**src/design/slo_pkg.sv**
```systemverilog
// shared declarations for the shared one-hot lookup evaluator
// types, sizes and the sequencer state encoding; no dependencies
`timescale 1ns / 1ps
`default_nettype none

package slo_pkg;

    localparam int TABLE_BITS_DEF = 8;
    localparam int DATA_W         = 64;
    localparam int KEY_WORD_W     = 64;
    localparam int KEY_WORDS      = 4;

    typedef logic [DATA_W-1:0] data_t;

    // sequencer states
    typedef enum logic [1:0] {
        ST_IDLE,
        ST_RUN,
        ST_DRAIN,
        ST_FINAL
    } seq_state_t;

    // control from the top level to the accumulator
    typedef struct packed {
        logic clear;
        logic en;
        logic gate;
    } acc_ctl_t;

endpackage : slo_pkg

`default_nettype wire

```
**src/design/slo_key_cell.sv**
```systemverilog
// one cell of the key shift chain: holds one key word, shifts left one bit a cycle while shift is high
// depends on slo_pkg
`timescale 1ns / 1ps
`default_nettype none

module slo_key_cell (
    input  wire logic                           aclk,
    input  wire logic                           load,
    input  wire logic                           shift,
    input  wire logic [slo_pkg::KEY_WORD_W-1:0] load_word,
    input  wire logic                           shift_in,
    output logic                                shift_out
);
    import slo_pkg::*;

    logic [KEY_WORD_W-1:0] word_reg;
    logic [KEY_WORD_W-1:0] word_next;

    always_comb begin
        word_next = word_reg;
        if (load) begin
            word_next = load_word;
        end else if (shift) begin
            word_next = {word_reg[KEY_WORD_W-2:0], shift_in};
        end
    end

    always_ff @(posedge aclk) begin
        word_reg <= word_next;
    end

    // msb goes first, to the neighbor or to the gate
    assign shift_out = word_reg[KEY_WORD_W-1];

endmodule : slo_key_cell

`default_nettype wire

```
**config.mk**
```make
export PLATFORM = sky130hd
export DESIGN_NAME = slo_key_cell
export DESIGN_NICKNAME = d
export VERILOG_FILES = /design/src/design/slo_pkg.sv /design/src/design/slo_key_cell.sv
export SDC_FILE = /design/constraint.sdc
export NUM_CORES = 1
export LEC_CHECK = 0
export ABC_CLOCK_PERIOD_IN_PS = 3200
export BUFFER_PORTS_ARGS = -buffer_cell sky130_fd_sc_hd__buf_2
export CORE_UTILIZATION = 34
export CTS_CLUSTER_SIZE = 10
export DETAILED_ROUTE_END_ITERATION = 10
export GPL_TIMING_DRIVEN = 0
export PLACE_DENSITY_LB_ADDON = 0.08
export SYNTH_ARGS = -nofsm -noshare
export SYNTH_HDL_FRONTEND = slang
export SYNTH_SLANG_ARGS = --single-unit
export TNS_END_PERCENT = 20
```
**constraint.sdc**
```tcl
create_clock -name aclk -period 3.2 [get_ports aclk]
set_input_delay 0.32 -clock aclk [delete_from_list [all_inputs] [get_ports aclk]]
set_output_delay 0.32 -clock aclk [all_outputs]
set_load 0.005 [all_outputs]
```
* Yosys cells after proc, flatten, opt, wreduce, memory -nomap -nowiden
Cells that the tools add are included.
** Cells by class
- Mux-type cells :: 2
- Reductions and logical operators :: 1
** Operators with widths (number)
- $mux 64 :: 2
- $reduce_bool 2->1 :: 1
** Word-level totals
- Bits in registers :: 64
- Input port bits :: 68
- Output and inout bits :: 1
- Logic and storage cells :: 4

* Longest topological paths before layout
- Depth after elaboration :: 2
- Depth in mapped cells :: 3
- Mapped depth without buffers :: 1

* Worst setup path before layout
No wires, ideal clock.
- Kind :: input port to flip-flop
- Start point :: input load
- End point :: register word_reg[0], enable pin
- Library setup time :: 0.426 ns
- Data arrival time :: 2.069 ns
- Data required time :: 2.774 ns
- Path slack :: 0.706 ns
- Cell stages on the path :: 3
- Path buffers :: 2
- Cell sequence :: buf_6 buf_6 or2_1
** On the way
- Cells in the longest elaborated chain, start to end :: 1
** RTL lines
- start, declared :: line slo_key_cell.sv:8 : input wire logic load,
- $reduce_bool 2->1 (no line)
- end signal, assigned :: line slo_key_cell.sv:29 : word_reg <= word_next;
- end, declared :: line slo_key_cell.sv:16 : logic [KEY_WORD_W-1:0] word_reg;
Every way passes these cells.
A chain may end at the register's enable or synchronous reset.

* Final worst setup path
- Start point :: input load
- End point :: register word_reg[23], enable pin
The elaborated chain is that of the path after synthesis.

==> results.cfg <==
[outcome]
status = completed

[route]
drc_errors = 0
ant_nets = 0
first_iter_violations = 33
dr_total_vias = 1418
routed_via_density = 4.38
wirelength_mm = 4.74
drtPass1Iterations = 3
routedWlPerCell_um = 14.6

[sta]
max_freq_ghz = 0.642
hold_viol_final = 0
max_slew_margin_pct = 55.3
tightest_slew_ps = 671
rsz0062_at_grt = false
fin_crit_ps = 1560
slew_viol_final = 0
skew_ps = 8.84
setup_tns_ps = 0
setup-violations-final = 0
timing.final.crit_share_pct = 48.7

[global_route]
grt_pass1_wl_mm = 7.64
grt-ovfl-total = 0
grt_usage_pct = 11.8
grt_max_degree = 38
antenna_found_initial = 0
first_global_vias = 1447

[synth]
synthXorXnorAreaFrac_pct = 0
synth_area_mm2 = 0.00291
synth-simple-area-share_pct = 0.215
muxShareOfSynthArea_pct = 31.1
synthCells = 136
ys_warn_count = 0
synthAdderAreaFrac_pct = 0
synth_top_area_share_pct = 66.1
synth_cell_type_count = 6
synth_top_cell_by_area = edfxtp_1
synth_compound_area_share_pct = 0
ys_seq_elements = 64
synth_top_family_by_area = multiplexers
synth_top_cells_by_area = edfxtp_1 66%, mux2_4 25%, mux2_2 5.8%
ys_seq_area_share_pct = 66.1
synth_area_per_cell_um2 = 21.4
synth_nets = 204

[clock_network]
ctsResizeCount = 0
ctsHtreeMaxLevel = 3
cts_tree = built
cts_buffer_depth = 2
path_clk_slew_ps = 70
postCtsSetupBuffers = 0
cts-root-buf = clkbuf_8
clk_latency_ps = 330
cts_sinks = 64
ctsHoldBuffers = 0
cts_buffers = 9

[place]
port_buffers = 67
post-dp-hpwl_mm = 3.16
place.gp.congestion = 0.716
dpl.cell_count = 309

[cells_and_area]
fin_cells = 324
drive_above_1_share_pct = 69.4
layout.nets = 283
largest_register_ffs = 64
area_growth_pct = 22.8
diodes = 0

[power]
netSwitchingFraction_pct = 20.1
pwr-share-seq_pct = 55.4
power_per_cell_area_mw_per_mm2 = 536
clkPwrFrac_pct = 33.0
leakage_nw = 1.52
ir_drop_v = 0.000186
p_sw_mw = 0.384
intPower_mw = 1.53
combPwrFrac_pct = 11.5

[die]
top_level_ports = 69
start_util_pct = 35.2
fp.coreArea_mm2 = 0.00826
rows = 33
die-area_mm2 = 0.00892
die_w_um = 94.4
die_h_um = 94.4

[critical_path]
worstPathRequired_ps = 3210
worst-setup-path-type = in -> reg
crit_fanout = 37
cp-start-kind = input port
cp-end-kind = flip-flop
worstPathArrival_ps = 1570

[flow_run]
cap_violations = 0

[worst_hold_path]
hold_path_class = in -> reg
## cell type report
type                       count  area, µm²
multi-input combinational     65        911
clock inverter                 6       51.3
tap                          105        131
fill                         776       4690
buffer                         7       72.6
timing repair buffer          68        355
sequential                    64       1920
clock buffer                   9        124
## worst max-delay path: stages
cell    delay (ps)
buf_6          150
buf_6          190
or2_2          570
buf_12         300
## metrics by stage
step	power (mW)	utilization (%)	hold WS, ps	cell area [µm²]	setup slack (ps)
floorplan	1.22	-	525	2910	706
global placement	1.29	40.8	527	3370	161
detailed placement	1.30	41.1	537	3390	1280
CTS	1.95	43.2	268	3570	1630
global route	2.01	43.2	266	3570	1540
finish	1.91	43.2	292	3570	1640
## cell usage after synthesis
cell type / count
buf_2: 1
buf_6: 6
edfxtp_1: 64
mux2_2: 15
mux2_4: 49
or2_1: 1
## worst paths after layout
kind / startpoint / to / slack, ps / cells past startpoint
min reg2reg: word_reg[46]$_DFFE_PP_ / word_reg[47]$_DFFE_PP_ / 550 / 1
min: load_word[54] / word_reg[54]$_DFFE_PP_ / 290 / 2
max: load / word_reg[23]$_DFFE_PP_ / 1640 / 4
max reg2reg: word_reg[26]$_DFFE_PP_ / word_reg[27]$_DFFE_PP_ / 2270 / 1
## power by group through the flow
stage               Clock (mW)  Sequential, mW  Combinational [mW]
finish                   0.631            1.06               0.220
global route             0.701            1.07               0.238
CTS                      0.664            1.06               0.223
detailed placement           0            1.08               0.222
global placement             0            1.08               0.213
floorplan                    0            1.07               0.158
## cells in the final DEF (no fill, tap or decap)
cell type and n:
mux2_4 49, clkbuf_8 9, clkinv_1 3, clkinv_2 2, buf_6 6, buf_12 1
edfxtp_1 64, or2_2 1, buf_2 68, bufinv_16 1, mux2_2 15
## routing by layer
layer,global-route usage (%),vias up,wire length (µm)
li1,-,692,-
met2,16.2,47,2090
met3,4.03,10,314
met5,0,-,0
met4,6.15,0,99
met1,16.3,669,2240
## cell families after synthesis
family	after synthesis
buffers and inverters	7
DFF	64
muxes	64
and+or+nand+nor	1
(Power assumes the default switching activity.)
