$ cat src/design/slo_pkg.sv
// shared declarations for the shared one-hot lookup evaluator
// types, sizes and the sequencer state encoding; no dependencies
`timescale 1ns / 1ps
`default_nettype none

package slo_pkg;

    localparam int TABLE_BITS_DEF = 8;
    localparam int DATA_W         = 64;
    localparam int KEY_WORD_W     = 64;
    localparam int KEY_WORDS      = 4;

    typedef logic [DATA_W-1:0] data_t;

    // sequencer states
    typedef enum logic [1:0] {
        ST_IDLE,
        ST_RUN,
        ST_DRAIN,
        ST_FINAL
    } seq_state_t;

    // control from the top level to the accumulator
    typedef struct packed {
        logic clear;
        logic en;
        logic gate;
    } acc_ctl_t;

endpackage : slo_pkg

`default_nettype wire

$ cat src/design/slo_acc.sv
// accumulator for the gated table sum and the set-bit count
// depends on slo_pkg
`timescale 1ns / 1ps
`default_nettype none

module slo_acc #(
    parameter int CNT_W = slo_pkg::TABLE_BITS_DEF + 1
) (
    input  wire logic              aclk,
    input  wire slo_pkg::acc_ctl_t ctl,
    input  wire slo_pkg::data_t    data,
    output slo_pkg::data_t         sum,
    output logic [CNT_W-1:0]       cnt
);
    import slo_pkg::*;

    data_t            sum_reg;
    data_t            sum_next;
    logic [CNT_W-1:0] cnt_reg;
    logic [CNT_W-1:0] cnt_next;

    always_comb begin
        sum_next = sum_reg;
        cnt_next = cnt_reg;
        if (ctl.clear) begin
            sum_next = '0;
            cnt_next = '0;
        end else if (ctl.en && ctl.gate) begin
            sum_next = sum_reg + data;
            cnt_next = cnt_reg + CNT_W'(1);
        end
    end

    always_ff @(posedge aclk) begin
        sum_reg <= sum_next;
        cnt_reg <= cnt_next;
    end

    assign sum = sum_reg;
    assign cnt = cnt_reg;

endmodule : slo_acc

`default_nettype wire
$ cat config.mk
export PLATFORM = sky130hd
export DESIGN_NAME = slo_acc
export DESIGN_NICKNAME = d
export VERILOG_FILES = /design/src/design/slo_pkg.sv /design/src/design/slo_acc.sv
export SDC_FILE = /design/constraint.sdc
export NUM_CORES = 1
export LEC_CHECK = 0
export ABC_CLOCK_PERIOD_IN_PS = 3300
export BUFFER_PORTS_ARGS = -buffer_cell sky130_fd_sc_hd__buf_4
export CAP_MARGIN = 0
export CELL_PAD_IN_SITES_DETAIL_PLACEMENT = 1
export CELL_PAD_IN_SITES_GLOBAL_PLACEMENT = 1
export CORE_UTILIZATION = 36
export CTS_CLUSTER_SIZE = 40
export DETAILED_ROUTE_END_ITERATION = 12
export GPL_ROUTABILITY_DRIVEN = 0
export PLACE_DENSITY_LB_ADDON = 0.1
export SLEW_MARGIN = 20
export SYNTH_ARGS = -nofsm -noshare
export SYNTH_HDL_FRONTEND = slang
export SYNTH_SLANG_ARGS = --single-unit
$ cat constraint.sdc
create_clock -name aclk -period 3.3 [get_ports aclk]
set_input_delay 0.495 -clock aclk [delete_from_list [all_inputs] [get_ports aclk]]
set_output_delay 0.495 -clock aclk [all_outputs]
set_load 0.1 [all_outputs]
Yosys cells after proc, flatten, opt, wreduce, memory -nomap -nowiden --
Cells that the tools add are included.
Operators by class: $add $sub $neg 2, $mul 0, divide/modulo/power cells 0, $lt $le $gt $ge 0, eq/ne operators 0, shift-type cells 0, multiplexer cells 0, bitwise gates (word level) 0, reduce and logical (&&, ||, !) cells 1
Operator list (number):
- 64-bit adder | 1
- 9-bit by 1-bit adder with 9-bit output, second input constant | 1
- 1-bit logical AND | 1
Storage, ports and cells: register bits 73, latch bits 0, RAM bits 0, bits in read-only memories 0, memories 0

Depth between registers and ports, before layout --
Gate-level depths: netlist of run 1.
depth after elaboration 1, mapped depth 13

Worst setup path after synthesis of run 1 --
Ideal clock, no wire load.
path kind register -> register, start reg sum_reg[5], in the netlist sum[5], end reg sum_reg[63], in the netlist sum[63], setup time 0.123 ns, arrival time 3.675 ns, path slack -0.498 ns, stages on the path, launching flop included 13, path buffers 0, clock period less this slack 3.798 ns, path through dfxtp_1 ha_1 o21a_1 o2111a_2 a22oi_4 o221ai_2 nor3b_2 o31a_1 nor3_2 a211oi_4 a21oi_4 mux2i_1 mux2_1
On the way: cells in the longest elaborated chain, start to end 1
Ends and longest elaborated chain:
- start: declaration | RTL line slo_acc.sv:17 | data_t sum_reg;
- start signal: assignment | RTL line slo_acc.sv:35 | sum_reg <= sum_next;
- 64-bit adder | RTL line slo_acc.sv:29 | sum_next = sum_reg + data;
No other way between the ends. A chain may end at the register's enable or synchronous reset.

Worst setup path in the final report of run 1 --
start reg sum_reg[0], in the netlist sum[0], end reg sum_reg[56], in the netlist sum[56]
Same word-level chain as after synthesis.

==> results of run 1 <==
## routing by layer
layer  vias to the layer above  part of all wire (%)  GRT usage, %  wire length [um]
met5                         -                     0             0                 0
met4                         0                   1.7          8.55               402
met3                        27                   2.8          2.36               646
met2                       140                    50          44.7             11500
met1                      3398                    45          32.2             10400
li1                       3461                     -             -                 -
## critical path, delay by kind of cell (launching register included)
family | cells | cell delay (ps)
AO/OA/AOI/OAI | 8 | 1370
AND/OR/NAND/NOR | 3 | 620
adder cells (fa/ha/maj) | 2 | 570
flip-flops | 1 | 360
buffers and inverters | 1 | 180
## worst max path at each step
stage / end / slack (ps) / startpoint / cells after the start
6_report: sum[56] / 80 / sum[0] / 14
3_5_place_dp: sum[56] / -250 / data[0] / 15
3_3_place_gp: sum[62] / -240 / data[33] / 13
5_1_grt: sum[52] / -10 / sum[0] / 14
2_1_floorplan: sum[63] / -20 / sum[11] / 13
4_1_cts: sum[56] / 20 / sum[0] / 14
## through the flow
step                      setup WS [ps]  instances  power, uW  cell area, um2  utilization (%)
final                              79.3       1285       3640            8770             50.9
after CTS                          15.7       1282       3640            8650             50.2
after floorplan                   -17.6        844       2170            6450                -
after global placement             -240       1258       2670            8330             48.3
after global routing              -11.1       1285       3830            8770             50.9
after detailed placement           -254       1258       2700            8330             48.3
## timing repair
item | in CTS | in global routing
hold buffers | 0 | 0
pin swaps | 4 | 11
resized for setup | 0 | 20
setup endpoints to repair | 1 | 17
buffers inserted | 8 | 3
## placed cells by master, fill, tap and decap left out, types with 7 or more instances in the layout
| cell | count |
|---|---|
| nor2_1 | 54 |
| a21o_1 | 38 |
| nor2b_1 | 7 |
| nand4_1 | 20 |
| a21oi_1 | 111 |
| inv_1 | 10 |
| nand2_1 | 150 |
| xnor2_1 | 36 |
| dfxtp_2 | 27 |
| nand3_1 | 16 |
| and3_1 | 7 |
| dfxtp_1 | 31 |
| or3_1 | 7 |
| o211ai_1 | 8 |
| o21a_1 | 10 |
| o21ai_0 | 28 |
| o21bai_1 | 11 |
| ha_1 | 62 |
| buf_4 | 251 |
| dfxtp_4 | 15 |
| xor2_1 | 26 |
| clkbuf_16 | 9 |
| nor3_1 | 16 |
## final cells by class
cell class	count	area, um2
clock buffer	11	233
multi-input combinational	710	4760
fill	2138	8470
sequential	73	1550
timing repair buffer	251	1880
inverter	10	37.5
tap	225	282
clock inverter	5	22.5
## power by group
group	internal (uW)	switching, uW	leakage (uW)
sequential	946	55.4	0.000619
combinational	614	1110	0.00343
clock	501	415	0.000128
total	2060	1580	0.00417
## cells by family (layout without fill, tap and decap cells)
kind of cell	Yosys count	count (layout)	synth area share [%]
compound gates	276	276	29.4
xor+xnor	62	62	8.55
fa+ha+maj	65	65	12.9
buf+inv	61	277	3.80
flops	73	73	23.0
mux	3	3	0.493
simple gates	304	304	21.8
==> out/results.tsv, run 1 <==
metric	value	unit
Synth warnings	0	
num rows	48	
Fin Clk Skew	6.22	ps
Routed WL	23000	um
hold path endpoint	sum[27]	
Slew Viols, Final	0	
Worst Path Max Fanout	3	
min Tclk post-route	3220	ps
CP Data Required Time	3530	ps
Ports	141	
Hold Path Depth	2	
first-pass GRT wire length	36800	um
chip width	135	um
period utilization	97.6	%
Initial DRC Count	276	
register area share after synthesis	23.0	%
clock tree root driver cell	clkbuf_16	
die footprint	18200	um2
total global routing overflow	0	
Critical Path, Cell by Cell	ha_4 -> fa_2 -> a21o_1 -> nand4_1 -> a21oi_1 -> or3_4 -> a31oi_4 -> a21oi_2 -> a31o_4 -> a311oi_4 -> buf_4 -> nor4_1 -> a21oi_1 -> a31oi_1	
number of synthesized flops with an enable pin	0	
Hold Crit Class	reg2reg	
Hold WS	464	ps
max reg flops	64	
Syn Area/Cell	7.52	um2
final setup fails	0	
r2r startpoint	sum[0]	
delay of the slowest critical-path stage	420	ps
H-tree depth	3	
Inserted Clock Buffers	9	
RSZ-0062 raised after global routing	true	
Clk pin slew, worst setup/hold paths	60	ps
Yosys top cell by area	dfxtp_1	
Yosys cell types	73	
r2r setup slk	80	ps
most numerous cell on the critical path	a21oi_1	
Pre-antenna DRT Iters	4	
Synth area leaders	dfxtp_1, ha_1, a21oi_1	
Synth top cells by count	nand2_1, a21oi_1, dfxtp_1	
chip height	135	um
post-synth top area share	23.0	%
DRC viols	0	
most instantiated library cell after synthesis	nand2_1	
LEAKAGE	0.00417	uW
CTS tree	built	
post-synth net total	977	
Avg Vias per Cell	5.47	
Slew @ Worst Pin	524	ps
WS Path Type	reg2reg	
Max Cap Viol	0	
Skew-Pair Late Insertion Delay	350	ps
hpwl dp	17600	um
layout cells sized above 1	32.7	%
Startpoint Class	flip-flop	
Hold Vio Cnt, Final	0	
Post-layout nets	1188	
largest net degree at the start of global routing	41	
fmax	310	MHz
drt wl/cell	17.9	um
Longest Clk Path Bufs	2	
core area	17200	um2
CP endpoint kind	flip-flop	
Post-synth top flop	dfxtp_1	
synthesis-to-layout area growth	38.1	%
ys async rst share	0	%
Max VDD drop	0.000256	V
vias in the first global route	7350	
Mapped Area	6350	um2
initial core utilization	36.8	%
setup TNS	0	ps
worst-case reg-to-reg path depth	14	
reg2reg end	sum[56]	
Post-Syn Instances	844	
Tot GR Track Use	25.4	%
port bufs	140	
initial antenna violation count	0	
diode count	0	
Arrival @ worst endpoint	3450	ps
Sink Count	73	
worst-path cell with the longest stage delay	or3_4	
FF+latch count, synth	73	
Final ANT Viol Nets	0	
relative slew slack	65.1	%
Pwr per Cell Area	416	nW/um2
status	finished, final reports clean	
Vias	7026	
Worst Hold Launch	sum[27]	
Power figures use the tool's default switching activity.
==> inputs of run 2 (changes only) <==
SETUP_SLACK_MARGIN = 0.5   (was unset)
==> run 2 against run 1 <==
Via count grew 3.7%. Non-clock buffer count grew 22. Fmax decreased by 1.5%. Final area up 7.4%. Setup slack got worse by 50 ps. Critical endpoint unchanged.
==> out/results.tsv, run 2 (same netlist as run 1, synthesis figures left out) <==
metric	value	unit
most numerous cell on the critical path	a21oi_2	
reg2reg end	sum[56]	
Worst Path Max Fanout	3	
CP endpoint kind	flip-flop	
Pwr per Cell Area	402	nW/um2
Vias	7287	
die footprint	18200	um2
Critical Path, Cell by Cell	ha_4 -> fa_2 -> a21o_1 -> nand4_1 -> a21oi_2 -> or3_4 -> a31oi_4 -> a21oi_4 -> a31o_4 -> a311oi_4 -> buf_4 -> nor4_2 -> a21oi_2 -> a31oi_1	
Hold Vio Cnt, Final	0	
LEAKAGE	0.00439	uW
largest net degree at the start of global routing	50	
Fin Clk Skew	10.5	ps
first-pass GRT wire length	37100	um
chip height	135	um
Sink Count	73	
r2r setup slk	30	ps
initial antenna violation count	0	
H-tree depth	3	
status	finished, final reports clean	
Slew Viols, Final	0	
Post-layout nets	1210	
Setup crit start	sum[0]	
Ports	141	
Arrival @ worst endpoint	3490	ps
synthesis-to-layout area growth	48.3	%
Routed WL	24100	um
delay of the slowest critical-path stage	390	ps
diode count	0	
Startpoint Class	flip-flop	
CTS Hold Bufs	0	
Multi-input gate area	5180	um2
hpwl dp	17300	um
CP Data Required Time	3520	ps
layout cells sized above 1	38.9	%
RSZ-0062 raised after global routing	true	
DRC viols	0	
initial core utilization	36.8	%
clock tree root driver cell	clkbuf_16	
worst-path cell with the longest stage delay	or3_4	
WS Path Type	reg2reg	
chip width	135	um
vias in the first global route	7614	
Skew-Pair Late Insertion Delay	350	ps
Initial DRC Count	307	
Avg Vias per Cell	5.58	
Inserted Clock Buffers	9	
Tot GR Track Use	25.5	%
Final ANT Viol Nets	0	
Util after Layout	54.7	%
commonest cells after routing, fill and taps aside	buf_4, nand2_1, a21oi_1, nor2_1, ha_1	
drt wl/cell	18.4	um
total global routing overflow	0	
CTS tree	built	
Hold Crit Class	reg2reg	
period utilization	99.1	%
num rows	48	
Max Cap Viol	0	
Max VDD drop	0.000244	V
relative slew slack	48.8	%
setup ws final	29.3	ps
final setup fails	0	
register area	1570	um2
core area	17200	um2
Longest Clk Path Bufs	2	
min Tclk post-route	3270	ps
Pre-antenna DRT Iters	4	
CP endpoint	sum[56]	
Placement Setup Slack	-203	ps
worst-case reg-to-reg path depth	14	
port bufs	140	
fmax	306	MHz
r2r startpoint	sum[0]	
commonest non-fill, non-tap cell in the layout	buf_4	
max reg flops	64	
Filler cells	2071	
Clk pin slew, worst setup/hold paths	60	ps
Slew @ Worst Pin	766	ps
-- run 2: critical path: cells and delay by family (launching register included) --
kind                     cells  cell delay [ps]
AO/OA/AOI/OAI                8             1480
flip-flops                   1              350
AND/OR/NAND/NOR              3              600
adder cells (fa/ha/maj)      2              510
buffers and inverters        1              190
-- run 2: area by class of cell --
class / count / share of cell area, %
well taps: 225 / 2.99
flip-flops and latches: 73 / 16.6
repair buffers: 273 / 22.2
inverters: 10 / 0.398
clock buffers: 15 / 2.84
multi-input cells: 710 / 54.9
-- run 2: worst min path at each step --
stage / startpoint / endpoint / slack (ps) / cells after the start
after floorplan: sum[11] / sum[11] / 610 / 2
after global placement: sum[42] / sum[42] / 450 / 2
after detailed placement: sum[26] / sum[26] / 460 / 2
after CTS: sum[26] / sum[26] / 460 / 2
after global routing: sum[19] / sum[19] / 480 / 2
final: sum[26] / sum[26] / 460 / 2
-- run 2: where the power goes --
| part | leakage [uW] | switching (uW) | internal [uW] |
|---|---|---|---|
| Combinational | 0.00364 | 1170 | 678 |
| Clock | 0.000130 | 389 | 548 |
| Sequential | 0.000621 | 58.6 | 945 |
-- run 2: per-layer routing --
layer | track usage (%) | vias up | part of all wire (%)
met1 | 31.3 | 3584 | 44
met5 | 0 | - | 0
li1 | - | 3516 | -
met3 | 2.85 | 26 | 3.4
met4 | 8.43 | 0 | 1.9
met2 | 45.9 | 161 | 51
-- run 2: through the flow --
step | area [um2] | power (uW) | TNS [ps] | hold slack [ps] | std cells
2_1_floorplan | 6610 | 2190 | 0 | 613 | 844
3_3_place_gp | 8390 | 2660 | -371 | 449 | 1244
3_5_place_dp | 8390 | 2700 | -859 | 456 | 1244
4_1_cts | 9020 | 3720 | 0 | 464 | 1282
5_1_grt | 9420 | 3980 | -128 | 484 | 1306
6_report | 9420 | 3790 | 0 | 464 | 1306
-- run 2: what timing repair did --
item / in CTS / in global routing
resized for setup: 38 / 43
pin swaps: 42 / 45
setup buffers: 23 / 24
endpoints found under the setup margin: 26 / 37
==> inputs of run 3 (changes only) <==
CORE_ASPECT_RATIO = 0.7   (was unset)
==> run 3 against run 2 <==
Flip-flop and latch count is the same. Global-route usage grew 1.6 points. Worst hold slack is essentially flat. Combinational power grew 4%. Count of clock-buffer cells in the layout shrank 6. Total power grew 5.2%. Clock power grew 13%. Critical path depth is the same. Wire length grew 4.7%. Fmax grew 4.2%. Sequential power is essentially flat. Largest power group unchanged.
==> out/results.tsv, run 3 (same netlist as run 1, synthesis figures left out) <==
metric	value	unit
die footprint	18200	um2
relative slew slack	52.7	%
layout cells sized above 1	40.1	%
CTS Hold Bufs	0	
CP endpoint kind	flip-flop	
dpl cell area	8500	um2
setup ws final	160	ps
core area	17200	um2
max reg flops	64	
port bufs	140	
drt wl/cell	19.1	um
Hold Crit Class	reg2reg	
RSZ-0062 raised after global routing	true	
Post-layout nets	1216	
DRC viols	0	
LEAKAGE	0.00444	uW
Fin Clk Skew	8.70	ps
Longest Clk Path Bufs	2	
period utilization	95.2	%
total global routing overflow	0	
initial antenna violation count	0	
Hold Vio Cnt, Final	0	
initial core utilization	36.9	%
final setup fails	0	
commonest cells after routing, fill and taps aside	buf_4, nand2_1, a21oi_1, nor2_1, ha_1	
r2r startpoint	sum[0]	
H-tree depth	3	
chip width	161	um
WS Path Type	reg2reg	
final cell count without fillers	1319	
Inserted Clock Buffers	9	
Hold Path Depth	2	
Slew @ Worst Pin	710	ps
Filler cells	2086	
Sink Count	73	
Clk pin slew, worst setup/hold paths	70	ps
first-pass GRT wire length	39300	um
Pwr per Cell Area	415	nW/um2
Pre-antenna DRT Iters	5	
chip height	113	um
status	finished, final reports clean	
num rows	40	
diode count	0	
vias in the first global route	7383	
setup TNS	0	ps
hold path endpoint	sum[16]	
Routed WL	25200	um
worst-case reg-to-reg path depth	14	
min Tclk post-route	3140	ps
clock tree root driver cell	clkbuf_16	
hpwl dp	18300	um
Max Cap Viol	0	
largest net degree at the start of global routing	44	
Tot GR Track Use	27.1	%
Initial DRC Count	346	
reg2reg end	sum[56]	
r2r setup slk	160	ps
Skew-Pair Late Insertion Delay	360	ps
Max VDD drop	0.000223	V
Ports	141	
post-route cell area	9610	um2
commonest non-fill, non-tap cell in the layout	buf_4	
dpl cells	1264	
Vias	7326	
Arrival @ worst endpoint	3370	ps
Slew Viols, Final	0	
Avg Vias per Cell	5.55	
Startpoint Class	flip-flop	
Hold WS	464	ps
Final ANT Viol Nets	0	
synthesis-to-layout area growth	51.2	%
fmax	318	MHz
CTS tree	built	
Worst Hold Launch	sum[16]	
CP Data Required Time	3530	ps
Worst Path Max Fanout	3	
Placement Setup Slack	-220	ps
run 3: changes by cell type in the layout (fill, tap and decap cells not counted), sizes merged:
cell,previous run,this run
clkinvlp,0,2
clkinv,0,1
clkbuf,15,9
bufinv,0,1
inv,10,13
buf,273,279
run 3: how the worst max path moves through the flow:
stage	slack [ps]	start	end	cells after the start
after global routing	2	sum[0]	sum[62]	13
after CTS	140	sum[34]	sum[63]	13
after global placement	-140	data[2]	sum[62]	13
after detailed placement	-220	data[18]	sum[63]	14
after floorplan	70	sum[0]	sum[60]	13
final	160	sum[0]	sum[56]	14
run 3: what timing repair did:
action | in CTS | in global routing
pin swaps | 49 | 36
endpoints found under the setup margin | 30 | 36
resized for setup | 45 | 50
setup buffers | 24 | 15
cloned | 0 | 0
endpoints found under the hold margin | 0 | 0
run 3: per-layer routing:
layer / global-route usage [%] / routed length [um] / vias up
met5: 0 / 0 / -
met4: 5.91 / 320 / 0
met3: 5.39 / 1400 / 24
met2: 43.8 / 11500 / 217
met1: 37.1 / 12000 / 3552
li1: - / - / 3533
run 3: per-stage QoR:
step	util [%]	power (uW)
finish	55.8	3980
global route	55.8	4150
CTS	53.9	3900
detailed placement	49.4	2740
global placement	49.4	2700
floorplan	-	2190
run 3: layout make-up:
type | count | area (um2) | share of cell area, %
Multi-Input combinational cell | 710 | 5250 | 54.7
Sequential cell | 73 | 1570 | 16.3
Clock buffer | 9 | 225 | 2.34
Tap cell | 231 | 289 | 3.01
Inverter | 10 | 37.5 | 0.391
Timing Repair Buffer | 279 | 2150 | 22.4
Clock inverter | 7 | 77.6 | 0.808
run 3: power breakdown:
part / internal, uW / switching [uW] / total [uW]
sequential: 944 / 61.2 / 1010
clock: 594 / 467 / 1060
combinational: 717 / 1200 / 1920
total: 2260 / 1730 / 3980
run 3: worst max-delay path: stages (launching register included):
cell and delay, ps:
dfxtp_4 350, ha_4 170, fa_2 350, a21o_1 210, nand4_1 120, a21oi_1 90
or3_4 350, a31oi_4 190, a21oi_2 110, a31o_4 280, a311oi_4 340, buf_6 180
nor4_4 40, a21oi_1 130, a31oi_1 90
